[config.mk]
export PLATFORM = sky130hd
export DESIGN_NAME = fdcr_queue
export DESIGN_NICKNAME = d
export VERILOG_FILES = /design/src/rtl/core/fdcr_queue.sv
export SDC_FILE = /design/constraint.sdc
export NUM_CORES = 1
export LEC_CHECK = 0
export ABC_AREA = 1
export BUFFER_PORTS_ARGS = -buffer_cell sky130_fd_sc_hd__clkbuf_2
export CAP_MARGIN = 0
export CORE_ASPECT_RATIO = 1.2
export CORE_UTILIZATION = 47
export CTS_BUF_LIST = sky130_fd_sc_hd__clkbuf_4
export DETAILED_ROUTE_END_ITERATION = 8
export PLACE_DENSITY_LB_ADDON = 0.2
export SYNTH_ARGS = -nofsm -noshare
export SYNTH_HDL_FRONTEND = slang
export SYNTH_SLANG_ARGS = --single-unit
export TNS_END_PERCENT = 10
[constraint.sdc]
create_clock -name clock -period 1.2 [get_ports clock]
set_input_delay 0.12 -clock clock [delete_from_list [all_inputs] [get_ports clock]]
set_output_delay 0.12 -clock clock [all_outputs]
set_load 0.01 [all_outputs]
[src/rtl/core/fdcr_queue.sv]
`default_nettype none

module fdcr_queue #(
   parameter int WIDTH = 8,
   parameter int DEPTH = 2
) (
   input  wire logic             clock,
   input  wire logic             reset,
   input  wire logic             push,
   input  wire logic [WIDTH-1:0] push_data,
   input  wire logic             pop,
   output logic      [WIDTH-1:0] head,
   output logic                  empty,
   output logic                  full
);

   localparam int PtrW = (DEPTH > 1) ? $clog2(DEPTH) : 1;
   localparam int CntW = $clog2(DEPTH + 1);
   localparam logic [PtrW-1:0] LastPtr = PtrW'(DEPTH - 1);
   localparam logic [CntW-1:0] FullCnt = CntW'(DEPTH);

   logic [WIDTH-1:0] slot_ff [DEPTH];
   logic [PtrW-1:0]  wr_ptr_ff, wr_ptr_in;
   logic [PtrW-1:0]  rd_ptr_ff, rd_ptr_in;
   logic [CntW-1:0]  count_ff, count_in;
   logic             do_push, do_pop;

   assign empty   = (count_ff == '0);
   assign full    = (count_ff == FullCnt);
   assign do_push = push && !full;
   assign do_pop  = pop && !empty;
   assign head    = slot_ff[rd_ptr_ff];

   always_comb begin
      wr_ptr_in = wr_ptr_ff;
      rd_ptr_in = rd_ptr_ff;
      count_in  = count_ff;
      if (do_push) begin
         wr_ptr_in = (wr_ptr_ff == LastPtr) ? '0 : wr_ptr_ff + 1'b1;
      end
      if (do_pop) begin
         rd_ptr_in = (rd_ptr_ff == LastPtr) ? '0 : rd_ptr_ff + 1'b1;
      end
      if (do_push && !do_pop) begin
         count_in = count_ff + 1'b1;
      end else if (do_pop && !do_push) begin
         count_in = count_ff - 1'b1;
      end
   end

   always_ff @(posedge clock) begin
      if (reset) begin
         wr_ptr_ff <= '0;
         rd_ptr_ff <= '0;
         count_ff  <= '0;
      end else begin
         wr_ptr_ff <= wr_ptr_in;
         rd_ptr_ff <= rd_ptr_in;
         count_ff  <= count_in;
      end
   end

   always_ff @(posedge clock) begin
      if (do_push) begin
         slot_ff[wr_ptr_ff] <= push_data;
      end
   end

endmodule

`default_nettype wire

==> results of run 1 <==
area by class of cell:
class,instances,share of cell area
Timing Repair Buffer,38,0.224
Tap cell,18,0.0187
Clock buffer,3,0.0187
Inverter,9,0.0280
Clock inverter,1,0.00415
Multi-Input combinational cell,31,0.221
Sequential cell,21,0.485
cells by family after synthesis:
kind of cell	Yosys count
muxes	8
and+or+nand+nor	16
adders and majority gates	1
buffers and inverters	10
AOI/OAI and AO/OA	6
DFF	21
metal layers:
layer | track usage | up-vias
met1 | 0.233 | 277
met4 | 0.160 | 0
met5 | 0 | -
met3 | 0.0326 | 6
met2 | 0.359 | 22
li1 | - | 296
cells in the final DEF (no fill, tap or decap), drive strengths merged:
master,instances
clkbuf,21
buf,17
edfxtp,16
nor2,9
inv,9
mux2,8
dfxtp,5
o21ai,5
nand2,4
dlygate4sd3,3
and2,1
nand3,1
nand4,1
a21oi,1
ha,1
clkinv,1
worst max path at each step:
stage,from,endpoint,slack [ns],depth (start not counted)
finish,flip-flop,head[2],-0.13,3
global route,flip-flop,head[2],-0.17,3
CTS,flip-flop,head[1],-0.14,3
detailed placement,count_ff[0],slot_ff[0][6],-0.12,4
global placement,count_ff[0],slot_ff[0][4],-0.07,4
floorplan,count_ff[0],slot_ff[1][0],-0.12,2
metrics by stage:
stage | hold slack (ns) | area, sq um | utilization | setup TNS [ns] | setup slack [ns]
5_1_grt | 0.00149 | 1200 | 0.734 | -1.61 | -0.166
6_report | 0.00293 | 1200 | 0.734 | -1.13 | -0.132
3_5_place_dp | 0.318 | 1060 | 0.643 | -1.32 | -0.116
4_1_cts | 0.00173 | 1170 | 0.711 | -1.12 | -0.138
3_3_place_gp | 0.309 | 1060 | 0.643 | -0.672 | -0.0653
2_1_floorplan | 0.219 | 828 | - | -2.12 | -0.121
sequential cells by signal, summed over array words and instances, names as in the netlist, named ones only:
register and count:
wr_ptr_ff 1, slot_ff 16, rd_ptr_ff 1, count_ff 2
power by group:
group / switching [mW] / internal (mW)
Combinational: 0.478 / 0.566
Clock: 0.216 / 0.125
Sequential: 0.0653 / 0.937
Total: 0.759 / 1.63
repair_timing:
action / in CTS / in global routing
endpoints found under the setup margin: 26 / 16
hold endpoints to repair: 4 / 2
resized for setup: 18 / 8
hold buffers: 2 / 1
==> flow_summary.ini, run 1 <==
[placement]
dpl.hpwl_mm = 1.20
dpl.cell_count = 114
portBuffers = 21
gp_congestion = 0.630

[sta]
rsz0062_at_grt = yes
fmax_mhz = 751
fin_ws_ns = -0.132
finalSetupViolCount = 10
final_hold_viol_count = 0
fin_crit_ns = 1.33
slew_headroom = 0.862
finalCritPeriodShare = 1.11
drv_slew = 0
tightest_slew_ns = 0.207
skew_ns = 0.000950

[critical_path]
crit_chain = buf_6 -> mux2_4 -> buf_6
path_common_cell = buf_6
startpoint_type = flip-flop
crit_buf_inv = 2
worst-r2r-cell-count = 8
cp_top_family = flip-flops
cp_max_fo = 4
timing.rr.end = count_ff[1]
end_kind = primary output
crit_arrival_ns = 1.21
reg2reg_slack_ns = -0.06
crit_required_ns = 1.08
critical-path-max-stage-delay_ns = 0.36
slowest_stage = dfxtp_2
r2r-start = count_ff[1]
path_class = reg2out

[grt]
grt_pass1_vias = 591
track_usage = 0.212
grt_max_degree = 13
antenna_found_initial = 0
grt.overflow.total = 0
grt_pass1_wl_mm = 2.53

[floorplan]
die_h_um = 48.0
rows = 16
start_util = 0.505
die_width_um = 40.3
die-area_sq_mm = 0.00193
ios = 22
coreArea_sq_mm = 0.00164

[synth]
yosys_warnings = 0
synth-simple-area-share = 0.0831
synth_flop_cell = edfxtp_1
synth_nets = 75
netlist_instances = 62
avgSynthCellArea_sq_um = 13.4
synth-adder-area-share = 0.0151
synth-edff-count = 16
synth.area.mux_share = 0.109
synth_top_family_by_area = multiplexers
synth_area_leaders = edfxtp_1 (58%), dfxtp_1 (12%), mux2_2 (11%)
ys_types = 16
synth_compound_area_frac = 0.0453
synth-xor-area-share = 0
postSynth.asyncResetShare = 0
synth_top_area_cell = edfxtp_1
synth_top_area_frac = 0.580
ys_seq_area_frac = 0.701
netlist_area_sq_um = 828
synth.most_common_cell = edfxtp_1
synth_common_cells = edfxtp_1 (16), nor2_1 (9), mux2_2 (8), inv_1 (7), dfxtp_1 (5)
synth.ff_latch_count = 21

[pwr]
cellLeakagePower_nw = 0.534
power.density_mw_per_mm2 = 1980
report.power.total_mw = 2.39
ir_drop_v = 0.00127

[clock_tree]
cts_tree = done
clockBufferDepth = 2
post_cts_buffers = 0
htreeDepth = 1
clk_root_buffer_cell = clkbuf_4
path_clk_slew_ns = 0.11
insertion_delay_ns = 0.30
cts.sinks = 21
cts_buffers = 3

[run]
drv_cap = 0

[min_path]
worstHoldPathCells = 1
holdPathEnd = slot_ff[0][4]
hold_path_class = in2reg
hold_start = push_data[4]

[route]
finalWirelength_mm = 1.68
drc = 0
num_vias = 601
met2WireLength_um = 921
route.met3.wl_um = 59
initialDrtViolationCount = 6
ant_nets = 0
first_pass_iters = 4
met1_length_um = 626
top_layer = met4
viasPerCell = 4.97
wire_per_inst_um = 13.9

[finish]
antenna-diode-count = 0
regArea_sq_um = 584
fillers = 106
multi_input_area_sq_um = 267
drive_above_1_share = 0.573
synthToLayoutAreaGrowth_pct = 45.5
fin_nets = 117
stdcell_count = 121

[run_status]
status = complete, but fails checks
violations = setup timing
(Power assumes the default switching activity.)
==> run 2: changes to the inputs <==
==> constraint.sdc (replaced) <==
create_clock -name clock -period 1.2 [get_ports clock]
set_input_delay 0.12 -clock clock [delete_from_list [all_inputs] [get_ports clock]]
set_output_delay 0.12 -clock clock [all_outputs]
set_load 0.005 [all_outputs]
==> flow_summary.ini, run 2 (synthesized netlist as in run 1, its figures left out) <==
[run_status]
status = complete, but fails checks
violations = setup timing

[sta]
slew_headroom = 0.893
setup_tns_ns = -0.971
finalSetupViolCount = 10
drv_slew = 0
rsz0062_at_grt = yes
finalCritPeriodShare = 1.10
final_hold_viol_count = 0
tightest_slew_ns = 0.160
skew_ns = 0.00289
fmax_mhz = 760
fin_crit_ns = 1.32
fin_ws_ns = -0.116
hold_ws_ns = 0.00324

[floorplan]
coreArea_sq_mm = 0.00164
die_h_um = 48.0
die-area_sq_mm = 0.00193
ios = 22
rows = 16
start_util = 0.505
die_width_um = 40.3

[placement]
dpl_cell_area_sq_mm = 0.00106
portBuffers = 21
dpl.hpwl_mm = 1.20
gp_congestion = 0.630

[route]
ant_nets = 0
num_vias = 615
initialDrtViolationCount = 6
wire_per_inst_um = 14.0
drc = 0
first_pass_iters = 4
finalWirelength_mm = 1.70
viasPerCell = 5.08

[min_path]
hold_path_class = in2reg
hold_start = push_data[7]

[finish]
fillers = 104
synthToLayoutAreaGrowth_pct = 45.3
fin_area_sq_mm = 0.00120
reg_top3 = slot_ff (16), count_ff (2)
regMostFlops = slot_ff
largest_register_ff_count = 16
drive_above_1_share = 0.573
mostFrequentLayoutCells = clkbuf_2 (20), edfxtp_1 (16), buf_4 (9)
mostFrequentLayoutCell = clkbuf_2
antenna-diode-count = 0
fin_nets = 117
postLayoutCoreUtil = 0.733

[grt]
grt.overflow.total = 0
track_usage = 0.212
grt_pass1_wl_mm = 2.53
grt_pass1_vias = 591
antenna_found_initial = 0
grt_max_degree = 13

[clock_tree]
path_clk_slew_ns = 0.11
cts_buffers = 3
htreeDepth = 1
clk_root_buffer_cell = clkbuf_4
cts_tree = done
insertion_delay_ns = 0.31
post_cts_buffers = 0
cts.sinks = 21
clockBufferDepth = 2

[critical_path]
cp_max_fo = 4
reg2reg_slack_ns = -0.04
critical-path-max-stage-delay_ns = 0.36
crit_chain = buf_6 -> mux2_4 -> clkbuf_2
end_kind = primary output
crit_buf_inv = 2
crit_arrival_ns = 1.20
slowest_stage = dfxtp_2
startpoint_type = flip-flop
path_class = reg2out
r2r-start = count_ff[0]
cp_top_family = flip-flops
crit_required_ns = 1.08

[run]
drv_cap = 0

[pwr]
netSwitchingFraction = 0.308
report.power.total_mw = 2.35
cellLeakagePower_nw = 0.532
clkPwrFrac = 0.143
power.density_mw_per_mm2 = 1950
intPower_mw = 1.62
p_switching_uw = 723
power_frac_comb = 0.424
ir_drop_v = 0.00127
seqPwrFrac = 0.433
-- run 2: cell types whose count changed in the layout (fill, tap and decap cells not counted), sizes merged --
cell	change
buf	-2
clkbuf	+2
-- run 2: path summary, 6_finish.rpt --
check	cells past startpoint	end
setup / recovery	3	head[5]
hold / removal	1	slot_ff[1][7]
setup reg to reg	7	count_ff[1]
hold reg to reg	3	rd_ptr_ff
-- run 2: worst reg2reg max path: stages, from the launching register on --
cell and delay (ns):
dfxtp_4 0.38, o21ai_2 0.17, inv_2 0.08, ha_4 0.24, inv_2 0.06, nand4_1 0.11, nand2_1 0.07, nor2_1 0.03
-- run 2: layer usage --
| metal | GRT usage | part of all wire | routed length, um |
|---|---|---|---|
| met5 | 0 | 0 | 0 |
| met4 | 0.160 | 0.027 | 46 |
| met3 | 0.0326 | 0.029 | 49 |
| met2 | 0.359 | 0.57 | 964 |
| met1 | 0.233 | 0.38 | 637 |
-- run 2: per-stage QoR --
step                      std cells  setup WS (ns)
after global routing            121         -0.155
after global placement          114        -0.0653
final                           121         -0.116
after floorplan                  62         -0.121
after CTS                       120         -0.122
after detailed placement        114         -0.116
-- run 2: what timing repair did --
item / CTS / global route
setup endpoints to repair: 26 / 14
hold buffers: 2 / 1
gates cloned: 0 / 0
hold endpoints to repair: 4 / 2
pin swaps: 0 / 0
gates resized for setup: 18 / 7
-- run 2: cell type report --
cell class,count,area (sq um),area share
Clock inverter,1,5.00,0.00416
Inverter,9,33.8,0.0281
Clock buffer,3,22.5,0.0187
Sequential cell,21,587,0.488
Timing Repair Buffer,38,259,0.215
Multi-Input combinational cell,31,274,0.228
Tap cell,18,22.5,0.0187
-- run 2: power by group through the flow --
stage          logic [mW]  registers (mW)  clock network, mW
3_5_place_dp        0.805            1.00                  0
5_1_grt              1.10            1.03              0.361
2_1_floorplan       0.401            1.00                  0
6_report            0.994            1.01              0.336
4_1_cts             0.938            1.00              0.343
3_3_place_gp        0.778           0.989                  0
==> run 3: changes to the inputs <==
Settings changed: CAP_MARGIN 0 to unset, CORE_UTILIZATION 47 to 52.
Clock period 1.2 ns to 1.31 ns, I/O delays scaled along.
==> flow_summary.ini, run 3 (synthesized netlist as in run 1, its figures left out) <==
[clock_tree]
clk_root_buffer_cell = clkbuf_4
cts_buffers = 3
cts_hold_buf = 0
path_clk_slew_ns = 0.11
insertion_delay_ns = 0.30
clockBufferDepth = 2
htreeDepth = 1
cts.sinks = 21
cts_tree = done

[critical_path]
path_class = reg2out
crit_arrival_ns = 1.19
cp_top_family = flip-flops
r2r-start = count_ff[1]
cp_max_fo = 8
crit_required_ns = 1.18
slowest_stage = dfxtp_4
end_kind = primary output
crit_buf_inv = 1
critical-path-max-stage-delay_ns = 0.42
reg2reg_slack_ns = 0.04
startpoint_type = flip-flop
crit_chain = mux2_2 -> clkbuf_2

[floorplan]
die_h_um = 45.7
die-area_sq_mm = 0.00176
coreArea_sq_mm = 0.00146
ios = 22
rows = 15
die_width_um = 38.4
start_util = 0.566

[sta]
finalSetupViolCount = 3
fin_crit_ns = 1.32
skew_ns = 0.00582
fmax_mhz = 757
rsz0062_at_grt = yes
final_hold_viol_count = 0
fin_ws_ns = -0.0116
setup_tns_ns = -0.0178
slew_headroom = 0.876
drv_slew = 0
tightest_slew_ns = 0.184
finalCritPeriodShare = 1.01

[finish]
reg_top3 = slot_ff (16), count_ff (2)
synthToLayoutAreaGrowth_pct = 27.8
fin_area_sq_mm = 0.00106
postLayoutCoreUtil = 0.723
regMostFlops = slot_ff
fillers = 96
drive_above_1_share = 0.538
mostFrequentLayoutCell = clkbuf_2
regArea_sq_um = 586
mostFrequentLayoutCells = clkbuf_2 (21), edfxtp_1 (16), nor2_1 (9)
antenna-diode-count = 0
fin_nets = 107
largest_register_ff_count = 16
multi_input_area_sq_um = 233

[pwr]
ir_drop_v = 0.00121
power.density_mw_per_mm2 = 1800
clkPwrFrac = 0.156
cellLeakagePower_nw = 0.453
seqPwrFrac = 0.489
power_frac_comb = 0.355
netSwitchingFraction = 0.306
intPower_mw = 1.32
p_switching_uw = 583

[grt]
grt.overflow.total = 0
grt_max_degree = 13
grt_pass1_vias = 523
grt_pass1_wl_mm = 1.99
antenna_found_initial = 0
track_usage = 0.172

[placement]
portBuffers = 21
dpl_cell_area_sq_mm = 0.00100
gp_congestion = 0.777
dpl.hpwl_mm = 1.04

[route]
initialDrtViolationCount = 17
ant_nets = 0
first_pass_iters = 4
num_vias = 561
finalWirelength_mm = 1.32
drc = 0
wire_per_inst_um = 12.0
viasPerCell = 5.10

[run]
drv_cap = 0

[run_status]
violations = setup timing
status = complete, but fails checks

[min_path]
hold_start = push_data[3]
hold_path_class = in2reg
[run 3: changes by cell type in the layout (fill, tap and decap cells not counted), moves of 2 or more]
| cell | previous run | this run |
|---|---|---|
| nor2_4 | 2 | 0 |
| mux2_4 | 8 | 1 |
| nor2_1 | 7 | 9 |
| mux2_2 | 0 | 7 |
| buf_6 | 5 | 0 |
| dlygate4sd3_1 | 3 | 0 |
| buf_4 | 9 | 7 |
[run 3: stage by stage]
stage | setup WS [ns] | hold WS [ns] | instances | power, mW
after floorplan | -0.0112 | 0.230 | 62 | 1.29
final | -0.0116 | 0.00877 | 110 | 1.91
after global routing | -0.0485 | 0.00675 | 110 | 2.03
after global placement | 0.0753 | 0.320 | 106 | 1.53
after CTS | -0.00750 | 0.0128 | 110 | 1.86
after detailed placement | -0.00434 | 0.324 | 106 | 1.57
[run 3: worst reg2reg max path, cell delays in order (launching register included)]
cell,delay (ns)
dfxtp_2,0.35
inv_2,0.05
o21ai_2,0.16
inv_2,0.07
ha_4,0.26
inv_2,0.04
o21ai_0,0.17
a21oi_1,0.06
[run 3: power groups by stage]
stage	clock [mW]	combinational, mW	sequential (mW)
final	0.298	0.677	0.934
after global placement	0	0.604	0.930
after detailed placement	0	0.630	0.935
after floorplan	0	0.367	0.920
after CTS	0.295	0.639	0.928
after global routing	0.320	0.764	0.950
[run 3: layout make-up]
class                   instances  share of cell area
flip-flops and latches         21               0.553
multi-input cells              31               0.220
repair buffers                 28               0.149
inverters                       9              0.0319
clock buffers                   3              0.0213
well taps                      17              0.0201
clock inverters                 1             0.00473
[run 3: final timing paths]
path,to,cells after the start
setup / recovery,head[3],2
hold / removal,slot_ff[0][3],1
setup reg to reg,count_ff[0],7
hold reg to reg,wr_ptr_ff,2
[run 3: timing repair]
item                       4_1_cts  5_1_grt
buffers inserted                 0        0
pin swaps                        0        1
setup endpoints to repair        9       17
gates resized for setup          4        4
[run 3: routing by layer]
metal	track usage	part of all wire	vias up
met5	0	0	-
met4	0.103	0.027	0
met3	0.0147	0.058	5
met2	0.325	0.56	19
met1	0.176	0.35	260
li1	-	-	277
